<file path="src/design/pfib_pkg.sv">
// shared constants for the planar float to interleaved byte converter
// no dependencies
`timescale 1ns / 1ps
package pfib_pkg;
    localparam int unsigned MAX_PIXELS = 16777216;
    localparam int unsigned MAX_BANDS  = 16;
    localparam int unsigned PIX_CNT_W  = 25;
    localparam int unsigned BAND_CNT_W = 5;
    localparam int unsigned PIX_POS_W  = 24;
    localparam int unsigned BAND_POS_W = 4;
    localparam int unsigned INDEX_W    = 28;
    localparam int unsigned CFG_IDX_W  = 2;

    typedef enum logic [CFG_IDX_W-1:0] {
        CFG_PIXEL_COUNT   = 2'd0,
        CFG_BAND_COUNT    = 2'd1,
        CFG_SOURCE_FORMAT = 2'd2,
        CFG_UNUSED        = 2'd3
    } t_cfg_idx;

    typedef struct packed {
        logic [INDEX_W-1:0] dest_index;
        logic [7:0]         pixel_value;
        logic               image_done;
    } t_result;
endpackage

</file>
<file path="src/design/pfib_cvt.sv">
// float sample to byte: clamp to [0,1], scale by 255 in fp32, round to nearest even
// does not use pfib_pkg (no package items needed)
`timescale 1ns / 1ps
module pfib_cvt (
    input  logic [31:0] i_sample,
    input  logic        i_fp16,
    output logic [7:0]  o_byte
);
    logic        nan, neg, big, tiny;
    logic [7:0]  expo;
    logic [22:0] mant;
    logic [31:0] prod, prod_n;
    logic [23:0] keep;
    logic        g1, s1, sh8;
    logic [24:0] rnd;
    logic [8:0]  t;
    logic [4:0]  t5, t5m1;
    logic [24:0] n, below;
    logic        g2, s2;
    logic [25:0] n_r;

    always_comb begin
        if (i_fp16) begin
            nan  = (i_sample[14:10] == 5'h1F) && (i_sample[9:0] != 10'd0);
            neg  = i_sample[15];
            big  = i_sample[15:0] >= 16'h3C00;
            tiny = i_sample[14:10] == 5'd0;
            expo = {3'd0, i_sample[14:10]} + 8'd112;
            mant = {i_sample[9:0], 13'd0};
        end else begin
            nan  = (i_sample[30:23] == 8'hFF) && (i_sample[22:0] != 23'd0);
            neg  = i_sample[31];
            big  = i_sample >= 32'h3F800000;
            tiny = i_sample[30:23] == 8'd0;
            expo = i_sample[30:23];
            mant = i_sample[22:0];
        end

        // exact product, then round to 24 significant bits
        prod   = {8'd0, 1'b1, mant} * 32'd255;
        sh8    = prod[31];
        prod_n = sh8 ? prod : {prod[30:0], 1'b0};
        keep   = prod_n[31:8];
        g1     = prod_n[7];
        s1     = |prod_n[6:0];
        rnd    = {1'b0, keep} + {24'd0, (g1 && (s1 || keep[0]))};

        // integer rounding: shift right by t
        t      = 9'd150 - {1'b0, expo} - (sh8 ? 9'd8 : 9'd7);
        t5     = t[4:0];
        t5m1   = t5 - 5'd1;
        n      = rnd >> t5;
        below  = rnd & ((25'd1 << t5m1) - 25'd1);
        g2     = rnd[t5m1];
        s2     = |below;
        n_r    = {1'b0, n} + {25'd0, (g2 && (s2 || n[0]))};

        if (nan || neg)           o_byte = 8'd0;
        else if (big)             o_byte = 8'd255;
        else if (tiny || t >= 9'd26) o_byte = 8'd0;
        else if (n_r > 26'd255)   o_byte = 8'd255;
        else                      o_byte = n_r[7:0];
    end
endmodule

</file>
<file path="src/design/planar_float_to_interleaved_byte.sv">
// top level: planar float samples in, interleaved bytes with destination index out
// depends on pfib_pkg and pfib_cvt
`timescale 1ns / 1ps
// usage
//   input channel: i_valid / o_stall carry one planar sample per request in
//   plane order (all pixels of band 0, then band 1, ...)
//   output channel: o_valid / i_stall carry one result per request: the byte,
//   its interleaved index pixel*bands+band, and a flag on the last sample
//   config: i_cfg_valid / o_cfg_ready (always ready), index 0 pixel count,
//   1 band count, 2 source format (0 fp32, 1 fp16 in low bits); write only
//   while idle, other indexes are dropped
// an accepted request enters the output register, or the skid while it is held;
// one request per cycle unless stalled, set by the single conversion stage
// a skid register behind the output register lets one more request in while
// the receiver stalls; o_stall rises only when both are full
// reset clears both valid flags, the pixel and band positions and loads the
// register defaults (1 pixel, 3 bands, fp32)
module planar_float_to_interleaved_byte (
    input  logic        i_clk,
    input  logic        i_rst_n,
    input  logic        i_valid,
    output logic        o_stall,
    input  logic [31:0] i_sample_bits,
    output logic        o_valid,
    input  logic        i_stall,
    output logic [pfib_pkg::INDEX_W-1:0] o_dest_index,
    output logic [7:0]  o_pixel_value,
    output logic        o_image_done,
    input  logic        i_cfg_valid,
    output logic        o_cfg_ready,
    input  logic [pfib_pkg::CFG_IDX_W-1:0] i_cfg_index,
    input  logic [31:0] i_cfg_data
);
    // configuration registers
    logic [pfib_pkg::PIX_CNT_W-1:0]  r_pix_cnt;
    logic [pfib_pkg::BAND_CNT_W-1:0] r_band_cnt;
    logic                            r_fmt;
    // position counters
    logic [pfib_pkg::PIX_POS_W-1:0]  r_pix_pos, n_pix_pos;
    logic [pfib_pkg::BAND_POS_W-1:0] r_band_pos, n_band_pos;
    // output and skid stages
    pfib_pkg::t_result r_out, r_skid, n_res;
    logic r_out_v, r_skid_v;

    logic in_acc, out_acc;
    logic [pfib_pkg::PIX_CNT_W-1:0]  pixels;
    logic [pfib_pkg::BAND_CNT_W-1:0] bands;
    logic last_pixel, last_band;
    logic [7:0] byte_val;
    logic [pfib_pkg::PIX_POS_W+pfib_pkg::BAND_CNT_W-1:0] idx_full;

    assign o_cfg_ready = 1'b1;
    assign o_stall     = r_skid_v;
    assign o_valid     = r_out_v;
    assign in_acc      = i_valid && !r_skid_v;
    assign out_acc     = r_out_v && !i_stall;

    pfib_cvt u_cvt (
        .i_sample (i_sample_bits),
        .i_fp16   (r_fmt),
        .o_byte   (byte_val)
    );

    always_comb begin
        // counts saturated into their legal range
        if (r_pix_cnt == '0)
            pixels = pfib_pkg::PIX_CNT_W'(1);
        else if (r_pix_cnt > pfib_pkg::PIX_CNT_W'(pfib_pkg::MAX_PIXELS))
            pixels = pfib_pkg::PIX_CNT_W'(pfib_pkg::MAX_PIXELS);
        else
            pixels = r_pix_cnt;
        if (r_band_cnt == '0)
            bands = pfib_pkg::BAND_CNT_W'(1);
        else if (r_band_cnt > pfib_pkg::BAND_CNT_W'(pfib_pkg::MAX_BANDS))
            bands = pfib_pkg::BAND_CNT_W'(pfib_pkg::MAX_BANDS);
        else
            bands = r_band_cnt;

        last_pixel = ({1'b0, r_pix_pos} + 25'd1) >= pixels;
        last_band  = ({1'b0, r_band_pos} + 5'd1) >= bands;

        idx_full = r_pix_pos * bands + {25'd0, r_band_pos};
        n_res.dest_index  = idx_full[pfib_pkg::INDEX_W-1:0];
        n_res.pixel_value = byte_val;
        n_res.image_done  = last_pixel && last_band;

        if (last_pixel) begin
            n_pix_pos  = '0;
            n_band_pos = last_band ? '0 : r_band_pos + 4'd1;
        end else begin
            n_pix_pos  = r_pix_pos + 24'd1;
            n_band_pos = r_band_pos;
        end
    end

    always_ff @(posedge i_clk) begin
        if (!i_rst_n) begin
            r_pix_cnt  <= pfib_pkg::PIX_CNT_W'(1);
            r_band_cnt <= pfib_pkg::BAND_CNT_W'(3);
            r_fmt      <= 1'b0;
        end else if (i_cfg_valid) begin
            unique case (pfib_pkg::t_cfg_idx'(i_cfg_index))
                pfib_pkg::CFG_PIXEL_COUNT:   r_pix_cnt  <= i_cfg_data[pfib_pkg::PIX_CNT_W-1:0];
                pfib_pkg::CFG_BAND_COUNT:    r_band_cnt <= i_cfg_data[pfib_pkg::BAND_CNT_W-1:0];
                pfib_pkg::CFG_SOURCE_FORMAT: r_fmt      <= i_cfg_data[0];
                default: ;
            endcase
        end
    end

    // positions advance once per accepted request
    always_ff @(posedge i_clk) begin
        if (!i_rst_n) begin
            r_pix_pos  <= '0;
            r_band_pos <= '0;
        end else if (in_acc) begin
            r_pix_pos  <= n_pix_pos;
            r_band_pos <= n_band_pos;
        end
    end

    // output register with skid behind it
    always_ff @(posedge i_clk) begin
        if (!i_rst_n) begin
            r_out_v  <= 1'b0;
            r_skid_v <= 1'b0;
        end else begin
            if (!r_out_v || out_acc) begin
                r_out_v  <= r_skid_v || in_acc;
                r_skid_v <= 1'b0;
            end else if (in_acc) begin
                r_skid_v <= 1'b1;
            end
        end
    end

    always_ff @(posedge i_clk) begin
        if (!r_out_v || out_acc) begin
            r_out <= r_skid_v ? r_skid : n_res;
        end
        if (in_acc && r_out_v && !out_acc) begin
            r_skid <= n_res;
        end
    end

    assign o_dest_index  = r_out.dest_index;
    assign o_pixel_value = r_out.pixel_value;
    assign o_image_done  = r_out.image_done;

    // skid only fills behind a held result
    a_skid_behind_out: assert property (@(posedge i_clk) disable iff (!i_rst_n)
        r_skid_v |-> r_out_v)
        else $error("skid holds data while output register is empty");

    // after an accepted request the output register is valid in the next cycle
    a_accept_shows: assert property (@(posedge i_clk) disable iff (!i_rst_n)
        in_acc |=> r_out_v)
        else $error("accepted request lost");

    // request taken while output is stalled goes to skid
    a_stall_to_skid: assert property (@(posedge i_clk) disable iff (!i_rst_n)
        (in_acc && r_out_v && i_stall) |=> r_skid_v)
        else $error("request not parked in skid during stall");
endmodule

</file>
<file path="config.mk">
export PLATFORM = sky130hd
export DESIGN_NAME = planar_float_to_interleaved_byte
export DESIGN_NICKNAME = d
export VERILOG_FILES = /design/src/design/pfib_pkg.sv /design/src/design/pfib_cvt.sv /design/src/design/planar_float_to_interleaved_byte.sv
export SDC_FILE = /design/constraint.sdc
export NUM_CORES = 1
export LEC_CHECK = 0
export ABC_AREA = 0
export BUFFER_PORTS_ARGS = -buffer_cell sky130_fd_sc_hd__buf_2
export CORE_AREA = 2 2 180 182
export CTS_CLUSTER_DIAMETER = 50
export DETAILED_ROUTE_END_ITERATION = 8
export DIE_AREA = 0 0 182 184
export PLACE_DENSITY = 0.89
export SETUP_SLACK_MARGIN = 0.05
export SLEW_MARGIN = 20
export SYNTH_ARGS = -nofsm -noshare
export SYNTH_HDL_FRONTEND = slang
export SYNTH_SLANG_ARGS = --single-unit
</file>
<file path="constraint.sdc">
create_clock -name i_clk -period 41.4 [get_ports i_clk]
set_clock_uncertainty 0.15 [all_clocks]
set_input_delay 12.42 -clock i_clk [delete_from_list [all_inputs] [get_ports i_clk]]
set_output_delay 12.42 -clock i_clk [all_outputs]
set_load 0.02 [all_outputs]
</file>
==> metrics.yaml <==
globalRouteMet1Util: 0.531
worst-path-buf-inv: 10
crit_path_start: "i_sample_bits[9]"
cp.arrival_ns: 25.20
synthCells: 2682
finalSetupViolCount: 0
grtUsageTotal: 0.387
cts_buffers: 17
wire_per_inst_um: 20.8
rsz0062_at_grt: "false"
ys_warn_count: 0
fmaxAchievable_mhz: 39.6
drt_iter0_drc: 2377
start_util: 0.695
nets: 3072
clock-sinks: 135
slew_headroom: 0.265
critical-path-top-delay-family: "adder cells"
vias: 20596
dieArea_um2: 33500
syn-num-nets: 3080
cts_setup_buffers: 0
end_kind: "flip-flop"
r2r_slack_ns: 27.52
postSynthAreaPerCell_um2: 8.14
routabilityCongestion: 1.00
worstReg2RegStart: "r_fmt"
io_pins: 111
final_cell_mix: "nand2_1 (338), inv_1 (275), fa_1 (164)"
root_buffer: "clkbuf_16"
routed_wl_um: 64200
final_common_cell: "nand2_1"
clockBufferDepth: 2
antenna_found_initial: 2
busiest_layer: "met2"
cts_tree: "yes"
clk_latency_ns: 0.44
slowest_delay_ns: 0.67
clk_pin_slew_worst_paths_ns: 0.06
synth_cell_types: 118
hpwl_um: 49800
ys_seq_elements: 135
htree_num_levels: 4
drv_cap: 0
die_h_um: 184
async_reset_ff_frac: 0
drtPass1Iterations: 6
area_growth_pct: 5.09
slowest_stage: "nor3_2"
core_area_um2: 31400
yosysSeqAreaShare: 0.158
slew_viol_final: 0
layout-drive-gt1-share: 0.100
fin_area_um2: 22900
min_period_over_period: 0.609
setup_tns_ns: 0
cts_hold_buffers: 0
worst_r2r_endpoint: "o_pixel_value[1]"
grt_overflow_total: 0
drcViolationCount: 0
syn_area_um2: 21800
synth-edff-count: 74
io_buffers: 102
cp.required_ns: 41.37
finish.utilization: 0.731
grt_pass1_wl_um: 104000
grt_pass1_vias: 20028
cts_resized: 0
die_w_um: 182
grt_max_degree: 62
worstSetupPathType: "in2reg"
grt_use_met3: 0.0656
tightest_slew_ns: 1.10
finalHoldViolCount: 0
cp_max_fo: 50
met2_usage: 0.631
cp.depth: 41
cp-start-kind: "input port"
finalCriticalPeriod_ns: 25.22
place_area_um2: 22400
row_count: 65
outcome: "finished clean"
synth_top_flop_cell: "edfxtp_1"
min_path_type: "reg2reg"
drtAntennaViolNets: 0
r2r_cells: 41
cp-endpoint: "o_pixel_value[1]"
detail_route.vias_per_cell: 6.67
synthesized netlist by cell type (18+ instances only):
master,instances,area [um2]
a211oi_1,33,248
a21boi_0,55,413
a21o_1,45,338
a21oi_1,121,606
a31oi_1,36,225
and2_1,73,457
and3_1,29,181
clkbuf_1,116,435
dfxtp_1,61,1220
edfxtp_1,74,2220
fa_1,164,3280
ha_1,163,2040
inv_1,275,1030
mux2_2,33,372
mux2i_1,55,551
nand2_1,339,1270
nand3_1,98,490
nand4_1,33,206
nor2_1,146,548
nor2b_1,30,188
nor3_1,61,305
nor4_1,29,181
o211ai_1,19,143
o21a_1,31,233
o21ai_0,81,405
o21bai_1,18,135
xnor2_1,94,823
xor2_1,35,307
registers in the layout (all words and copies together) (netlist names), 4 cells and up:
register / cells
r_band_pos: 4
o_pixel_value: 8
r_band_cnt: 5
r_pix_pos: 24
r_pix_cnt: 25
r_skid: 37
o_dest_index: 28
worst min path at each step:
stage,cells past startpoint,from,endpoint
2_1_floorplan,2,r_band_cnt[0],r_band_cnt[0]
3_3_place_gp,2,r_pix_cnt[17],r_pix_cnt[17]
3_5_place_dp,2,r_pix_cnt[17],r_pix_cnt[17]
4_1_cts,2,r_pix_cnt[17],r_pix_cnt[17]
5_1_grt,2,r_pix_cnt[17],r_pix_cnt[17]
6_report,2,r_pix_cnt[13],r_pix_cnt[13]
worst min-delay path, cell delays in order, from the launching register on:
cell and delay, ns:
dfxtp_1 0.32, nand2_1 0.05, a21boi_0 0.06
kinds of logic after synthesis:
kind of cell | count (synthesis) | synth area share
compound gates | 633 | 0.211
xor+xnor | 130 | 0.0525
other cells | 1 | 0.000172
fa+ha+maj | 328 | 0.244
simple gates | 927 | 0.208
mux | 95 | 0.0491
buf+inv | 433 | 0.0770
flops | 135 | 0.158
routing by layer:
layer / wire length (um) / part of all wire
met1: 26600 / 0.42
met4: 1840 / 0.029
met3: 6430 / 0.10
met2: 29300 / 0.46
met5: 0 / 0
stage by stage:
step,setup slack (ns),hold slack (ns),std cells
after detailed placement,15.99,0.325,3057
after floorplan,18.49,0.295,2682
after global routing,15.53,0.361,3087
after CTS,16.45,0.333,3087
after global placement,16.19,0.323,3057
final,16.18,0.337,3088
area by class of cell:
class	instances	area, um2
diodes	1	2.50
clock buffers	20	437
clock inverters	10	83.8
fillers	2240	8450
inverters	281	1050
multi-input cells	2114	16700
flip-flops and latches	135	3440
well taps	402	503
repair buffers	125	683
Power is not shown: default switching activity piles up to over one toggle a cycle in this logic, so the estimate is an artifact.
